**src/sv/iplpm_pkg.sv**
```systemverilog
// ----------------------------------------------------------------------------
// iplpm_pkg: shared types and constants of the IPv4 longest prefix router
// Field widths, status and operation codes, sequencer states, the route
// table entry layout and the prefix mask function.
// ----------------------------------------------------------------------------
package iplpm_pkg;

   localparam int unsigned ADDR_W          = 32;
   localparam int unsigned LEN_W           = 6;
   localparam int unsigned IFC_W           = 2;
   localparam int unsigned TTL_W           = 8;
   localparam int unsigned STATUS_W        = 2;
   localparam int unsigned INTERFACE_COUNT = 4;

   // Stream payload widths, padded to whole bytes.
   localparam int unsigned REQ_TDATA_W = 120;
   localparam int unsigned RSP_TDATA_W = 48;

   localparam logic [LEN_W-1:0] MAX_LEN = LEN_W'(ADDR_W);

   localparam logic OP_ADD   = 1'b0;
   localparam logic OP_ROUTE = 1'b1;

   localparam logic [STATUS_W-1:0] ST_FORWARD     = 2'd0;
   localparam logic [STATUS_W-1:0] ST_TTL_EXPIRED = 2'd1;
   localparam logic [STATUS_W-1:0] ST_NO_ROUTE    = 2'd2;

   typedef enum logic [1:0] {
      SEQ_IDLE,
      SEQ_SCAN,
      SEQ_DRAIN,
      SEQ_FINISH
   } seq_state_type;

   // One stored route: key and action together in one memory word.
   typedef struct packed {
      logic [ADDR_W-1:0] prefix;
      logic [LEN_W-1:0]  length;
      logic              has_hop;
      logic [ADDR_W-1:0] hop;
      logic [IFC_W-1:0]  iface;
   } route_entry_type;

   // Sequencer commands to the compare unit and the result register.
   typedef struct packed {
      logic clear;
      logic cmp_en;
      logic load_rsp;
   } seq_ctrl_type;

   // Best match held by the compare unit.
   typedef struct packed {
      logic              found;
      logic              has_hop;
      logic [ADDR_W-1:0] hop;
      logic [IFC_W-1:0]  iface;
   } match_result_type;

   // Leading-ones mask of the given length; length 0 gives no bits.
   function automatic logic [ADDR_W-1:0] prefix_mask(input logic [LEN_W-1:0] len);
      logic [ADDR_W-1:0] ones;
      ones = '1;
      return ~(ones >> len);
   endfunction

endpackage

```
**src/sv/iplpm_ram.sv**
```systemverilog
// ----------------------------------------------------------------------------
// iplpm_ram: generic single write port, single read port memory
// Read data is registered; contents are undefined until written.
// ----------------------------------------------------------------------------
module iplpm_ram #(
   parameter int unsigned WIDTH = 8,
   parameter int unsigned DEPTH = 16
) (
   input  logic                                    clock,
   input  logic                                    wr_en,
   input  logic [((DEPTH > 1) ? $clog2(DEPTH) : 1)-1:0] wr_addr,
   input  logic [WIDTH-1:0]                        wr_data,
   input  logic [((DEPTH > 1) ? $clog2(DEPTH) : 1)-1:0] rd_addr,
   output logic [WIDTH-1:0]                        rd_data
);

   logic [WIDTH-1:0] mem [DEPTH];
   logic [WIDTH-1:0] rd_data_ff;

   always_ff @(posedge clock) begin
      if (wr_en) begin
         mem[wr_addr] <= wr_data;
      end
      rd_data_ff <= mem[rd_addr];
   end

   assign rd_data = rd_data_ff;

endmodule

```
**src/sv/iplpm_match.sv**
```systemverilog
// ----------------------------------------------------------------------------
// iplpm_match: shared prefix compare unit
// Compares one table entry per cycle with the destination and keeps the
// longest hit so far, a later entry winning on equal length.
// ----------------------------------------------------------------------------
module iplpm_match (
   input  logic                        clock,
   input  logic                        reset,
   input  iplpm_pkg::seq_ctrl_type     ctrl,
   input  logic [31:0]                 dst,
   input  iplpm_pkg::route_entry_type  entry,
   output iplpm_pkg::match_result_type best
);

   import iplpm_pkg::*;

   logic                found_ff, found_in;
   logic [LEN_W-1:0]    best_len_ff, best_len_in;
   route_entry_type     best_ff, best_in;
   logic                hit;

   assign hit = (entry.length == '0) ||
                (entry.prefix == (dst & prefix_mask(entry.length)));

   always_comb begin
      found_in    = found_ff;
      best_len_in = best_len_ff;
      best_in     = best_ff;
      if (ctrl.clear) begin
         found_in    = 1'b0;
         best_len_in = '0;
      end else if (ctrl.cmp_en && hit && (entry.length >= best_len_ff)) begin
         found_in    = 1'b1;
         best_len_in = entry.length;
         best_in     = entry;
      end
   end

   always_ff @(posedge clock) begin
      if (reset) begin
         found_ff    <= 1'b0;
         best_len_ff <= '0;
      end else begin
         found_ff    <= found_in;
         best_len_ff <= best_len_in;
      end
      best_ff <= best_in;
   end

   assign best.found   = found_ff;
   assign best.has_hop = best_ff.has_hop;
   assign best.hop     = best_ff.hop;
   assign best.iface   = best_ff.iface;

endmodule

```
**src/sv/iplpm_seq.sv**
```systemverilog
// ----------------------------------------------------------------------------
// iplpm_seq: route table sequencer
// Keeps the route count, writes added routes and steps the read address
// over the valid entries for each lookup whose TTL has not expired.
// ----------------------------------------------------------------------------
module iplpm_seq #(
   parameter int unsigned TABLE_DEPTH = 16
) (
   input  logic                         clock,
   input  logic                         reset,
   input  logic                         req_tvalid,
   input  logic                         req_op,
   input  logic                         ifc_ok,
   input  logic                         expired,
   input  logic                         rsp_pending,
   input  logic                         rsp_tready,
   output logic                         req_tready,
   output logic                         wr_en,
   output logic [((TABLE_DEPTH > 1) ? $clog2(TABLE_DEPTH) : 1)-1:0] wr_addr,
   output logic [((TABLE_DEPTH > 1) ? $clog2(TABLE_DEPTH) : 1)-1:0] rd_addr,
   output iplpm_pkg::seq_ctrl_type      ctrl
);

   import iplpm_pkg::*;

   localparam int unsigned IDX_W = (TABLE_DEPTH > 1) ? $clog2(TABLE_DEPTH) : 1;
   localparam int unsigned CNT_W = $clog2(TABLE_DEPTH + 1);

   seq_state_type     state_ff, state_in;
   logic [CNT_W-1:0]  count_ff, count_in;
   logic [IDX_W-1:0]  idx_ff, idx_in;
   logic              rd_en_ff, rd_en;
   logic              accept;
   logic              last_idx;
   logic              table_full;

   assign accept     = req_tvalid && req_tready;
   assign table_full = (count_ff >= CNT_W'(TABLE_DEPTH));
   assign last_idx   = (CNT_W'(idx_ff) == (count_ff - CNT_W'(1)));

   // Next state.
   always_comb begin
      state_in = state_ff;
      case (state_ff)
         SEQ_IDLE: begin
            if (accept && (req_op == OP_ROUTE)) begin
               if (expired || (count_ff == '0)) begin
                  state_in = SEQ_FINISH;
               end else begin
                  state_in = SEQ_SCAN;
               end
            end
         end
         SEQ_SCAN: begin
            if (last_idx) begin
               state_in = SEQ_DRAIN;
            end
         end
         SEQ_DRAIN: begin
            state_in = SEQ_FINISH;
         end
         SEQ_FINISH: begin
            if (!rsp_pending || rsp_tready) begin
               state_in = SEQ_IDLE;
            end
         end
         default: begin
            state_in = SEQ_IDLE;
         end
      endcase
   end

   // Outputs and counters.
   always_comb begin
      req_tready    = 1'b0;
      wr_en         = 1'b0;
      rd_en         = 1'b0;
      ctrl.clear    = 1'b0;
      ctrl.cmp_en   = rd_en_ff;
      ctrl.load_rsp = 1'b0;
      count_in      = count_ff;
      idx_in        = idx_ff;
      case (state_ff)
         SEQ_IDLE: begin
            req_tready = 1'b1;
            idx_in     = '0;
            if (accept) begin
               if (req_op == OP_ADD) begin
                  if (ifc_ok && !table_full) begin
                     wr_en    = 1'b1;
                     count_in = count_ff + CNT_W'(1);
                  end
               end else begin
                  ctrl.clear = 1'b1;
               end
            end
         end
         SEQ_SCAN: begin
            rd_en = 1'b1;
            if (!last_idx) begin
               idx_in = idx_ff + IDX_W'(1);
            end
         end
         SEQ_DRAIN: begin
            rd_en = 1'b0;
         end
         SEQ_FINISH: begin
            ctrl.load_rsp = !rsp_pending || rsp_tready;
         end
         default: begin
            rd_en = 1'b0;
         end
      endcase
   end

   assign wr_addr     = count_ff[IDX_W-1:0];
   assign rd_addr     = idx_ff;

   always_ff @(posedge clock) begin
      if (reset) begin
         state_ff <= SEQ_IDLE;
         count_ff <= '0;
         idx_ff   <= '0;
         rd_en_ff <= 1'b0;
      end else begin
         state_ff <= state_in;
         count_ff <= count_in;
         idx_ff   <= idx_in;
         rd_en_ff <= rd_en;
      end
   end

`ifndef NO_ASSERTIONS
   a_count_bound: assert property (@(posedge clock) disable iff (reset)
      count_ff <= CNT_W'(TABLE_DEPTH))
      else $error("route count exceeds table depth");

   a_scan_in_range: assert property (@(posedge clock) disable iff (reset)
      (state_ff == SEQ_SCAN) |-> (CNT_W'(idx_ff) < count_ff))
      else $error("scan index beyond valid entries");

   a_no_write_in_lookup: assert property (@(posedge clock) disable iff (reset)
      wr_en |-> (state_ff == SEQ_IDLE) && !table_full)
      else $error("table write outside idle or into a full table");
`endif

endmodule

```
**src/sv/ipv4_longest_prefix_router_unit.sv**
```systemverilog
// ----------------------------------------------------------------------------
// ipv4_longest_prefix_router_unit: IPv4 longest prefix match forwarder
// Holds a route table in memory and resolves datagram destinations to an
// outgoing interface and forwarding address by walking the table.
// ----------------------------------------------------------------------------
//
//   Channel | Direction | Ports                          | Carries
//   req     | in        | req_tvalid/tready/tdata/tuser  | add-route or route items
//   rsp     | out       | rsp_tvalid/tready/tdata/tuser  | one result per route item
//
// An add item with a valid interface writes the next free table entry unless
// the table is full. A route item is accepted, then the single compare unit
// checks each stored route as it is read from the table memory, a drain
// state lets the last read land, and a finish state loads the result
// register. An expired TTL or an empty table skips the walk.
// Reset is synchronous and active high; it empties the table (the memory
// itself is never cleared, only the route count). While a result waits for
// rsp_tready the block still takes new items, and a lookup that finishes
// before the old result is taken holds until the result register frees up.
//
module ipv4_longest_prefix_router_unit #(
   parameter int unsigned TABLE_DEPTH = 16
) (
   input  logic                                  clock,
   input  logic                                  reset,
   input  logic                                  req_tvalid,
   output logic                                  req_tready,
   // [31:0] prefix, [37:32] prefix length, [38] has_next_hop,
   // [70:39] next_hop_address, [72:71] interface_number,
   // [104:73] destination_address, [112:105] ttl_in, [119:113] zero
   input  logic [iplpm_pkg::REQ_TDATA_W-1:0]     req_tdata,
   // [0] operation
   input  logic [0:0]                            req_tuser,
   output logic                                  rsp_tvalid,
   input  logic                                  rsp_tready,
   // [1:0] out_interface, [33:2] forward_address, [41:34] ttl_out,
   // [47:42] zero
   output logic [iplpm_pkg::RSP_TDATA_W-1:0]     rsp_tdata,
   // [1:0] status
   output logic [iplpm_pkg::STATUS_W-1:0]        rsp_tuser
);

   import iplpm_pkg::*;

   localparam int unsigned IDX_W   = (TABLE_DEPTH > 1) ? $clog2(TABLE_DEPTH) : 1;
   localparam int unsigned ENTRY_W = $bits(route_entry_type);

   // Unpacked request fields.
   logic              f_op;
   logic [ADDR_W-1:0] f_prefix;
   logic [LEN_W-1:0]  f_len;
   logic              f_has_hop;
   logic [ADDR_W-1:0] f_hop;
   logic [IFC_W-1:0]  f_ifc;
   logic [ADDR_W-1:0] f_dst;
   logic [TTL_W-1:0]  f_ttl;

   assign f_op      = req_tuser[0];
   assign f_prefix  = req_tdata[31:0];
   assign f_len     = req_tdata[37:32];
   assign f_has_hop = req_tdata[38];
   assign f_hop     = req_tdata[70:39];
   assign f_ifc     = req_tdata[72:71];
   assign f_dst     = req_tdata[104:73];
   assign f_ttl     = req_tdata[112:105];

   logic [TTL_W-1:0]  ttl_dec;
   logic              expired;
   logic              ifc_ok;
   route_entry_type   wr_entry;
   route_entry_type   rd_entry;
   logic [ENTRY_W-1:0] rd_word;
   logic              wr_en;
   logic [IDX_W-1:0]  wr_addr;
   logic [IDX_W-1:0]  rd_addr;
   seq_ctrl_type      ctrl;
   match_result_type  best;
   logic              accept;
   logic              rsp_valid_ff, rsp_valid_in;

   // A TTL of zero stays zero; the datagram dies if the result is zero.
   assign ttl_dec = (f_ttl == '0) ? '0 : (f_ttl - TTL_W'(1));
   assign expired = (ttl_dec == '0);
   assign ifc_ok  = (32'(f_ifc) < INTERFACE_COUNT);
   assign accept  = req_tvalid && req_tready;

   // Lengths above the address width are saturated when stored.
   always_comb begin
      wr_entry.prefix  = f_prefix;
      wr_entry.length  = (f_len > MAX_LEN) ? MAX_LEN : f_len;
      wr_entry.has_hop = f_has_hop;
      wr_entry.hop     = f_hop;
      wr_entry.iface   = f_ifc;
   end

   assign rd_entry = route_entry_type'(rd_word);

   // Datagram context captured at acceptance of a route item.
   logic [ADDR_W-1:0] dst_ff, dst_in;
   logic [TTL_W-1:0]  ttl_ff, ttl_in;
   logic              expired_ff, expired_in;

   always_comb begin
      dst_in     = dst_ff;
      ttl_in     = ttl_ff;
      expired_in = expired_ff;
      if (accept && (f_op == OP_ROUTE)) begin
         dst_in     = f_dst;
         ttl_in     = ttl_dec;
         expired_in = expired;
      end
   end

   always_ff @(posedge clock) begin
      dst_ff     <= dst_in;
      ttl_ff     <= ttl_in;
      expired_ff <= expired_in;
   end

   iplpm_seq #(
      .TABLE_DEPTH (TABLE_DEPTH)
   ) u_seq (
      .clock       (clock),
      .reset       (reset),
      .req_tvalid  (req_tvalid),
      .req_op      (f_op),
      .ifc_ok      (ifc_ok),
      .expired     (expired),
      .rsp_pending (rsp_valid_ff),
      .rsp_tready  (rsp_tready),
      .req_tready  (req_tready),
      .wr_en       (wr_en),
      .wr_addr     (wr_addr),
      .rd_addr     (rd_addr),
      .ctrl        (ctrl)
   );

   iplpm_ram #(
      .WIDTH (ENTRY_W),
      .DEPTH (TABLE_DEPTH)
   ) u_table (
      .clock   (clock),
      .wr_en   (wr_en),
      .wr_addr (wr_addr),
      .wr_data (ENTRY_W'(wr_entry)),
      .rd_addr (rd_addr),
      .rd_data (rd_word)
   );

   iplpm_match u_match (
      .clock (clock),
      .reset (reset),
      .ctrl  (ctrl),
      .dst   (dst_ff),
      .entry (rd_entry),
      .best  (best)
   );

   // Result register, reloaded only once the previous result is taken.
   logic [STATUS_W-1:0] status_ff, status_in;
   logic [IFC_W-1:0]    iface_ff, iface_in;
   logic [ADDR_W-1:0]   fwd_ff, fwd_in;
   logic [TTL_W-1:0]    ttl_out_ff, ttl_out_in;

   always_comb begin
      rsp_valid_in = rsp_valid_ff;
      status_in    = status_ff;
      iface_in     = iface_ff;
      fwd_in       = fwd_ff;
      ttl_out_in   = ttl_out_ff;
      if (rsp_valid_ff && rsp_tready) begin
         rsp_valid_in = 1'b0;
      end
      if (ctrl.load_rsp) begin
         rsp_valid_in = 1'b1;
         if (expired_ff) begin
            status_in  = ST_TTL_EXPIRED;
            iface_in   = '0;
            fwd_in     = '0;
            ttl_out_in = '0;
         end else if (!best.found) begin
            status_in  = ST_NO_ROUTE;
            iface_in   = '0;
            fwd_in     = '0;
            ttl_out_in = ttl_ff;
         end else begin
            status_in  = ST_FORWARD;
            iface_in   = best.iface;
            fwd_in     = best.has_hop ? best.hop : dst_ff;
            ttl_out_in = ttl_ff;
         end
      end
   end

   always_ff @(posedge clock) begin
      if (reset) begin
         rsp_valid_ff <= 1'b0;
      end else begin
         rsp_valid_ff <= rsp_valid_in;
      end
      status_ff  <= status_in;
      iface_ff   <= iface_in;
      fwd_ff     <= fwd_in;
      ttl_out_ff <= ttl_out_in;
   end

   assign rsp_tvalid = rsp_valid_ff;
   assign rsp_tuser  = status_ff;
   assign rsp_tdata  = {6'b0, ttl_out_ff, fwd_ff, iface_ff};

`ifndef NO_ASSERTIONS
   a_no_overwrite: assert property (@(posedge clock) disable iff (reset)
      ctrl.load_rsp |-> (!rsp_valid_ff || rsp_tready))
      else $error("result register reloaded while a result still waits");

   a_lookup_blocks_input: assert property (@(posedge clock) disable iff (reset)
      (ctrl.cmp_en || ctrl.load_rsp) |-> !req_tready)
      else $error("input taken while a lookup is in progress");

   a_expired_fields_zero: assert property (@(posedge clock) disable iff (reset)
      (rsp_tvalid && (rsp_tuser == ST_TTL_EXPIRED)) |-> (rsp_tdata == '0))
      else $error("expired result carries nonzero fields");
`endif

endmodule

```
**config.mk**
```make
export PLATFORM = sky130hd
export DESIGN_NAME = ipv4_longest_prefix_router_unit
export DESIGN_NICKNAME = d
export VERILOG_FILES = /design/src/sv/iplpm_pkg.sv /design/src/sv/iplpm_ram.sv /design/src/sv/iplpm_match.sv /design/src/sv/iplpm_seq.sv /design/src/sv/ipv4_longest_prefix_router_unit.sv
export SDC_FILE = /design/constraint.sdc
export NUM_CORES = 1
export LEC_CHECK = 0
export BUFFER_PORTS_ARGS = -buffer_cell sky130_fd_sc_hd__clkbuf_2
export CAP_MARGIN = 20
export CORE_UTILIZATION = 53
export DETAILED_ROUTE_END_ITERATION = 12
export PLACE_DENSITY = 0.7
export SLEW_MARGIN = 5
export SYNTH_ARGS = -nofsm -noshare
export SYNTH_HDL_FRONTEND = slang
export SYNTH_SLANG_ARGS = --single-unit
```
**constraint.sdc**
```tcl
create_clock -name clock -period 7.7 [get_ports clock]
set_input_delay 0.77 -clock clock [delete_from_list [all_inputs] [get_ports clock]]
set_output_delay 0.77 -clock clock [all_outputs]
set_load 0.005 [all_outputs]
```
Yosys cells after proc, flatten, opt, wreduce, memory -nomap -nowiden --
Memories as Yosys holds them, arrays and structs flattened. A register that Yosys moved wholly into a read port is not among the register bits. Index checks and enable logic that the tools add are counted. W data, S select, Z words.
Word-level totals: flip-flop bits (word level) 140, bits in latches 0, memory bits (writable) 1168, memory bits (read-only) 0, logic and storage cells 88, memories 1
Memories:
- u_table.mem | depth 16, width 73, read ports 1, clocked after Yosys merged registers in 1, write ports 1, line iplpm_ram.sv:17 | logic [WIDTH-1:0] mem [DEPTH];
Cells by class: add/sub/neg operators 4, $mul 0, div/mod/pow operators 0, $lt $le $gt $ge 3, equal/unequal tests 9, shifts and indexed selects 1, muxes and demuxes 25, bitwise logic cells 6, reductions and logical operators 22
Operator list (count):
- $and A32 B32 Y32 | 1
- $eq A32 B32 Y1 | 1
- $mux W32 | 1
- $not A32 Y32 | 1
- $shr A32 B6 Y32 const A | 1
- $logic_not A8 Y1 | 2
- $mux W1 | 14
- $mux W2 | 5
- $mux W8 | 1
- $pmux W2 S4 | 1
- $pmux W4 S2 | 1
- $sub A8 B1 Y8 const B | 1
- $ge A6 B6 Y1 | 1
- $gt A6 B6 Y1 const B | 1
- $logic_not A6 Y1 | 1
- $mux W6 | 1
- $add A5 B1 Y5 const B | 1
- $eq A4 B5 Y1 | 1
- $ge A5 B5 Y1 const B | 1
- $logic_and A1 B1 Y1 | 5
- $logic_not A5 Y1 | 1
- $sub A5 B1 Y5 const B | 1
- $add A4 B1 Y4 const B | 1
- $eq A2 B2 Y1 const B | 2
- other kinds (13) | 23

Logic depth before layout (Yosys ltp) --
depth after elaboration 8, depth in mapped cells 10, mapped depth without buffers 10

Cells and area by module --
Synthesis repeated with hierarchy kept, for this count alone.
Unflattened totals: cell total of the unflattened synthesis 2499, area total of the unflattened synthesis 52261.4 sq um
By module, submodules not included:
- iplpm_ram | times used 1, cells an instance 1875, area an instance 45127.0 sq um
- ipv4_longest_prefix_router_unit | times used 1, cells an instance 228, area an instance 3478.3 sq um
- iplpm_match | times used 1, cells an instance 302, area an instance 2839.0 sq um
- iplpm_seq | times used 1, cells an instance 94, area an instance 817.0 sq um

Worst setup path after synthesis --
No wires, ideal clock.
kind input to register, start input port req_tvalid, end memory u_table.mem[3][0] (netlist name), enable pin, setup time 594 ps, data arrival time 6554 ps, slack 552 ps, stages 4, path buffers 0, cell sequence nand2_1 nor3_1 nand2_1 nor3_1
On the way: longest elaborated chain between the ends 5
Ends and longest elaborated chain:
- start, declared | line ipv4_longest_prefix_router_unit.sv:26 | input logic req_tvalid,
- $logic_and A1 B1 Y1 | line iplpm_seq.sv:37 | assign accept = req_tvalid && req_tready;
- $mux W1 | line iplpm_seq.sv:87 | if (accept) begin
- $mux W1 | line iplpm_seq.sv:83 | case (state_ff)
- $mux W1 | line iplpm_ram.sv:21 | if (wr_en) begin
- $mux W1 (implied by the code) | line iplpm_ram.sv:22 | mem[wr_addr] <= wr_data;
- end, declared | line iplpm_ram.sv:17
Every way passes these cells.

Final worst setup path --
start register u_seq.state_ff[0], end memory u_table.mem[12][44] (netlist name), enable pin
On the way: longest elaborated chain between the ends 7
Ends and longest elaborated chain:
- start, declared | line iplpm_seq.sv:29 | seq_state_type state_ff, state_in;
- start signal, assigned | line iplpm_seq.sv:126 | state_ff <= state_in;
- $logic_not A2 Y1 (*) | line iplpm_seq.sv:83
- $mux W1 | line iplpm_seq.sv:83
- $logic_and A1 B1 Y1 | line iplpm_seq.sv:37
- $mux W1 | line iplpm_seq.sv:87
- $mux W1 (*) | line iplpm_seq.sv:83
- $mux W1 (*) | line iplpm_ram.sv:21
- $mux W1 (implied by the code) (*) | line iplpm_ram.sv:22
Mark *: on every way between the ends. The rest lies on a longest branch, timed or not.

==> report_table.html <==
<table>
<tr><th>Metric</th><th>Value</th></tr>
<tr><th colspan="2">Status</th></tr>
<tr><td>Outcome</td><td>finished clean</td></tr>
<tr><th colspan="2">Cells and area</th></tr>
<tr><td>Layout net count</td><td>3165</td></tr>
<tr><td>Final design utilization</td><td>60.5%</td></tr>
<tr><td>Combined area of the multi-input logic cells</td><td>11500 µm²</td></tr>
<tr><td>Layout Area Growth over Synthesis</td><td>13.1%</td></tr>
<tr><td>Sequential cell area</td><td>40600 µm²</td></tr>
<tr><td>Share of layout cells above drive strength 1</td><td>21.7%</td></tr>
<tr><td>Number of filler instances in the final layout</td><td>6917</td></tr>
<tr><th colspan="2">STA</th></tr>
<tr><td>Final Critical Period</td><td>4.25 ns</td></tr>
<tr><td>Setup skew after layout</td><td>0.0286 ns</td></tr>
<tr><td>Final setup vio count</td><td>0</td></tr>
<tr><td>Period Utilization, post-route</td><td>55.2%</td></tr>
<tr><td>Maximum clock frequency</td><td>0.235 GHz</td></tr>
<tr><td>Fin. max-slew vios</td><td>0</td></tr>
<tr><td>Transition at the pin with the smallest max-transition slack</td><td>1.09 ns</td></tr>
<tr><td>Fin Setup TNS</td><td>0 ns</td></tr>
<tr><td>Final-report hold violation count</td><td>0</td></tr>
<tr><td>Setup repair after global routing missed its margin</td><td>no</td></tr>
<tr><td>Worst slew slack as a fraction of its limit</td><td>27.1%</td></tr>
<tr><th colspan="2">Die</th></tr>
<tr><td>Die height</td><td>317 µm</td></tr>
<tr><td>Core footprint</td><td>98400 µm²</td></tr>
<tr><td>Cell row count</td><td>115</td></tr>
<tr><td>Starting Density</td><td>53.5%</td></tr>
<tr><td>Die ar.</td><td>101000 µm²</td></tr>
<tr><td>Die outline width</td><td>317 µm</td></tr>
<tr><td>I/O pin total</td><td>177</td></tr>
<tr><th colspan="2">Synthesis</th></tr>
<tr><td>Share of flip-flops with an asynchronous set or reset after synthesis</td><td>0%</td></tr>
<tr><td>Cell accounting for the most synthesized area</td><td>sky130_fd_sc_hd__edfxtp_1</td></tr>
<tr><td>Fraction of the yosys area taken by sequential cells</td><td>77.0%</td></tr>
<tr><td>Top post-synthesis cells by area</td><td>sky130_fd_sc_hd__edfxtp_1 (73%), sky130_fd_sc_hd__mux4_2 (6.2%), sky130_fd_sc_hd__mux2i_1 (4.8%)</td></tr>
<tr><td>Adder and majority cell fraction of the synthesized area</td><td>0.380%</td></tr>
<tr><td>Distinct cell type count of the synthesized netlist</td><td>70</td></tr>
<tr><td>Post-synth design cell area</td><td>52600 µm²</td></tr>
<tr><td>Syn. warnings</td><td>0</td></tr>
<tr><td>Post-synth EDFFs</td><td>1288</td></tr>
<tr><td>Dominant cell by count in the synthesized netlist</td><td>sky130_fd_sc_hd__edfxtp_1</td></tr>
<tr><td>Fraction of synthesized area in multiplexers</td><td>12.6%</td></tr>
<tr><td>Fraction of post-synthesis cell area in the top cell type by area</td><td>73.5%</td></tr>
<tr><td>Most instantiated flip-flop cell in the synthesis netlist</td><td>sky130_fd_sc_hd__edfxtp_1</td></tr>
<tr><td>Most frequent cells after synthesis</td><td>sky130_fd_sc_hd__edfxtp_1 (1288), sky130_fd_sc_hd__mux2i_1 (253), sky130_fd_sc_hd__o21ai_0 (165)</td></tr>
<tr><td>Post-Synth XOR/XNOR Area</td><td>0.414%</td></tr>
<tr><td>Synthesized area per cell</td><td>18.7 µm²</td></tr>
<tr><td>Post-synthesis compound-gate area fraction</td><td>5.61%</td></tr>
<tr><td>Largest family of logic cells by synthesized area</td><td>multiplexers</td></tr>
<tr><td>Post-Synth Simple-Gate Area</td><td>2.42%</td></tr>
<tr><td>Post-synthesis register bit count</td><td>1381</td></tr>
<tr><td>Number of instances in the synthesized netlist</td><td>2817</td></tr>
<tr><th colspan="2">Place</th></tr>
<tr><td>Post-DP HPWL</td><td>68.8 mm</td></tr>
<tr><td>Final weighted congestion of routability-driven global placement</td><td>0.851</td></tr>
<tr><td>IO buf count</td><td>163</td></tr>
<tr><th colspan="2">Clock tree</th></tr>
<tr><td>CTS tree</td><td>built</td></tr>
<tr><td>Total number of H-tree levels</td><td>4</td></tr>
<tr><td>Clk slew on worst S/H paths</td><td>0.07 ns</td></tr>
<tr><td>Clock buffer count from CTS</td><td>136</td></tr>
<tr><td>Post-CTS sizing</td><td>0</td></tr>
<tr><td>Maximum clock path buffer count</td><td>3</td></tr>
<tr><td>Root Buffer Master</td><td>sky130_fd_sc_hd__clkbuf_16</td></tr>
<tr><td>Clock sinks</td><td>1381</td></tr>
<tr><td>Skew-Pair Late Insertion Delay</td><td>0.76 ns</td></tr>
<tr><td>Count of buffers added by post-CTS timing repair for setup</td><td>0</td></tr>
<tr><td>Hold bufs inserted after CTS</td><td>0</td></tr>
<tr><th colspan="2">Routing</th></tr>
<tr><td>Violation count after the first detailed-route iteration</td><td>2953</td></tr>
<tr><td>Number of nets with antenna violations after detailed routing</td><td>0</td></tr>
<tr><td>DRT Pass-1 Iters</td><td>6</td></tr>
<tr><td>Routed length per instance</td><td>29.0 µm</td></tr>
<tr><td>Via Count</td><td>27536</td></tr>
<tr><td>Total routed wirelength</td><td>129 mm</td></tr>
<tr><td># DRC</td><td>0</td></tr>
<tr><td>Via/cell ratio</td><td>6.22</td></tr>
<tr><th colspan="2">Global route</th></tr>
<tr><td>Total routing resource utilization after global routing</td><td>25.7%</td></tr>
<tr><td>Initial antenna violation count</td><td>12</td></tr>
<tr><td>First-pass GRT wire length</td><td>184 mm</td></tr>
<tr><td>Vias in the first global route</td><td>27505</td></tr>
<tr><td>GRT Residual Overflow</td><td>0</td></tr>
<tr><td>Maximum number of pins on one net before global-route repair</td><td>133</td></tr>
<tr><th colspan="2">Pwr</th></tr>
<tr><td>Seq pwr share</td><td>51.0%</td></tr>
<tr><td>Combinational fraction of design power</td><td>10.6%</td></tr>
<tr><td>Cell Pwr Density</td><td>288 nW/µm²</td></tr>
<tr><td>Design internal power</td><td>13.1 mW</td></tr>
<tr><td>Net switching power figure</td><td>4.07 mW</td></tr>
<tr><td>Clock network power share</td><td>38.4%</td></tr>
<tr><td>Peak ir drop on the vdd network</td><td>231 µV</td></tr>
<tr><td>Leakage power figure</td><td>19.2 nW</td></tr>
<tr><td>Net switching share of the total power</td><td>23.7%</td></tr>
<tr><th colspan="2">Critical path</th></tr>
<tr><td>Largest delay contributor family on the critical path</td><td>simple AND/OR/NAND/NOR gates</td></tr>
<tr><td>Worst reg2reg path startpoint</td><td>u_seq.state_ff[0]</td></tr>
<tr><td>Worst Setup End Kind</td><td>register</td></tr>
<tr><td>Cell breakdown of the critical path</td><td>inv_1 -&gt; ha_1 -&gt; nand2_1 -&gt; nor3_1 -&gt; nand2_1 -&gt; nor2_4 -&gt; buf_4 -&gt; buf_4</td></tr>
<tr><td>Standard cell with the maximum stage delay on the critical path</td><td>sky130_fd_sc_hd__buf_4</td></tr>
<tr><td>WP data arrival</td><td>4.62 ns</td></tr>
<tr><td>Element type at the critical path start</td><td>register</td></tr>
<tr><td>Crit path max fanout</td><td>40</td></tr>
<tr><td>Crit Path Category</td><td>register to register</td></tr>
<tr><td>Flop2flop setup slack</td><td>3.45 ns</td></tr>
<tr><td>Critical R2R Capture</td><td>u_table.mem[12][44]</td></tr>
<tr><td>Number of cell instances on the worst register-to-register path</td><td>8</td></tr>
<tr><td>Buf+Inv Stages, Crit Path</td><td>3</td></tr>
<tr><td>Required time at the endpoint of the critical path</td><td>8.06 ns</td></tr>
<tr><td>Biggest cell delay along the critical path</td><td>0.75 ns</td></tr>
<tr><th colspan="2">Min path</th></tr>
<tr><td>Hold Crit Depth</td><td>1</td></tr>
<tr><td>Hold Crit Start</td><td>req_tdata[89]</td></tr>
<tr><td>Min-delay worst type</td><td>primary input to register</td></tr>
<tr><td>Min-Delay Endpoint</td><td>dst_ff[16]</td></tr>
<tr><th colspan="2">Run</th></tr>
<tr><td># Max-Cap Violations</td><td>0</td></tr>
</table>
-- worst reg2reg max path: cells and delay by family (launching register included) --
kind                       cells  cell delay [ns]
and+or+nand+nor                4             1.72
DFF                            1             0.33
buffers and inverters          3             1.43
adders and majority gates      1             0.34
-- power by group through the flow --
stage / combinational (mW) / clock (mW) / sequential, mW
2_1_floorplan: 1.41 / 0 / 8.73
3_3_place_gp: 1.77 / 0 / 8.91
3_5_place_dp: 1.82 / 0 / 8.91
4_1_cts: 1.83 / 6.66 / 8.76
5_1_grt: 1.96 / 6.94 / 8.78
6_report: 1.82 / 6.59 / 8.76
-- cell families after synthesis --
logic type / count (synthesis)
compound gates: 460
xor+xnor: 24
fa+ha+maj: 16
buf+inv: 186
flops: 1381
mux: 473
other cells: 1
simple gates: 276
-- worst max path at each step --
stage,from,endpoint,slack [ns],cells after the start
after global placement,req_tvalid,u_table.mem[6][69],3.49,7
after detailed placement,req_tvalid,u_table.mem[6][69],3.37,7
after global routing,u_seq.state_ff[0],u_table.mem[6][1],3.22,8
after CTS,u_seq.state_ff[0],u_table.mem[6][1],3.44,8
after floorplan,req_tvalid,u_table.mem[3][0],0.55,4
final,u_seq.state_ff[0],u_table.mem[12][44],3.45,8
-- metal layers --
layer,routed length [µm],global-route usage [%],vias up
li1,-,-,11756
met1,53200,36.5,14351
met2,62100,40.6,1233
met3,10500,5.20,184
met4,2600,7.44,12
met5,77,0,-
-- flip-flops by register name (all words and copies together) (netlist names), 2 cells and up --
signal               count
iface_ff                 2
ttl_ff                   8
u_match.best_len_ff      6
dst_ff                  32
u_match.best            35
u_seq.state_ff           2
u_table.rd_data         73
u_seq.count_ff           5
rsp_tuser                2
fwd_ff                  32
u_seq.rd_addr            4
u_table.mem           1168
ttl_out_ff               8
-- layout by cell type (no fill, tap or decap), types with 16 or more instances in the layout --
master / netlist / final
sky130_fd_sc_hd__a22oi_1: 75 / 75
sky130_fd_sc_hd__clkbuf_2: 0 / 163
sky130_fd_sc_hd__mux4_2: 146 / 146
sky130_fd_sc_hd__buf_4: 8 / 45
sky130_fd_sc_hd__o21ai_0: 165 / 165
sky130_fd_sc_hd__clkinv_2: 0 / 26
sky130_fd_sc_hd__mux2i_1: 253 / 253
sky130_fd_sc_hd__ha_1: 16 / 16
sky130_fd_sc_hd__inv_1: 34 / 34
sky130_fd_sc_hd__dfxtp_1: 93 / 89
sky130_fd_sc_hd__clkinv_1: 1 / 22
sky130_fd_sc_hd__clkbuf_16: 0 / 140
sky130_fd_sc_hd__nor3_1: 20 / 16
sky130_fd_sc_hd__nand2_1: 105 / 104
sky130_fd_sc_hd__a221oi_1: 74 / 74
sky130_fd_sc_hd__nor2_1: 79 / 66
sky130_fd_sc_hd__mux2_2: 74 / 74
sky130_fd_sc_hd__nor2b_1: 24 / 22
sky130_fd_sc_hd__edfxtp_1: 1288 / 1288
sky130_fd_sc_hd__clkbuf_1: 83 / 26
sky130_fd_sc_hd__a21oi_1: 89 / 89
-- final cells by class --
cell class                 instances  area share (%)
timing repair buffer             214            2.13
antenna                            4          0.0168
clock buffer                     173            6.21
inverter                          36           0.227
clock inverter                    80            1.33
sequential                      1381            68.1
tap                             1287            2.70
multi-input combinational       1255            19.3
-- stage by stage --
stage	area [µm²]	setup slack (ns)	cells	hold WS (ns)	total power, mW
global route	59500	3.22	4428	0.174	17.7
global placement	55000	3.49	4171	0.388	10.7
finish	59500	3.45	4430	0.196	17.2
detailed placement	55000	3.37	4171	0.389	10.7
floorplan	52700	0.552	2822	0.386	10.1
CTS	59500	3.44	4424	0.158	17.2
(Power assumes the default switching activity.)
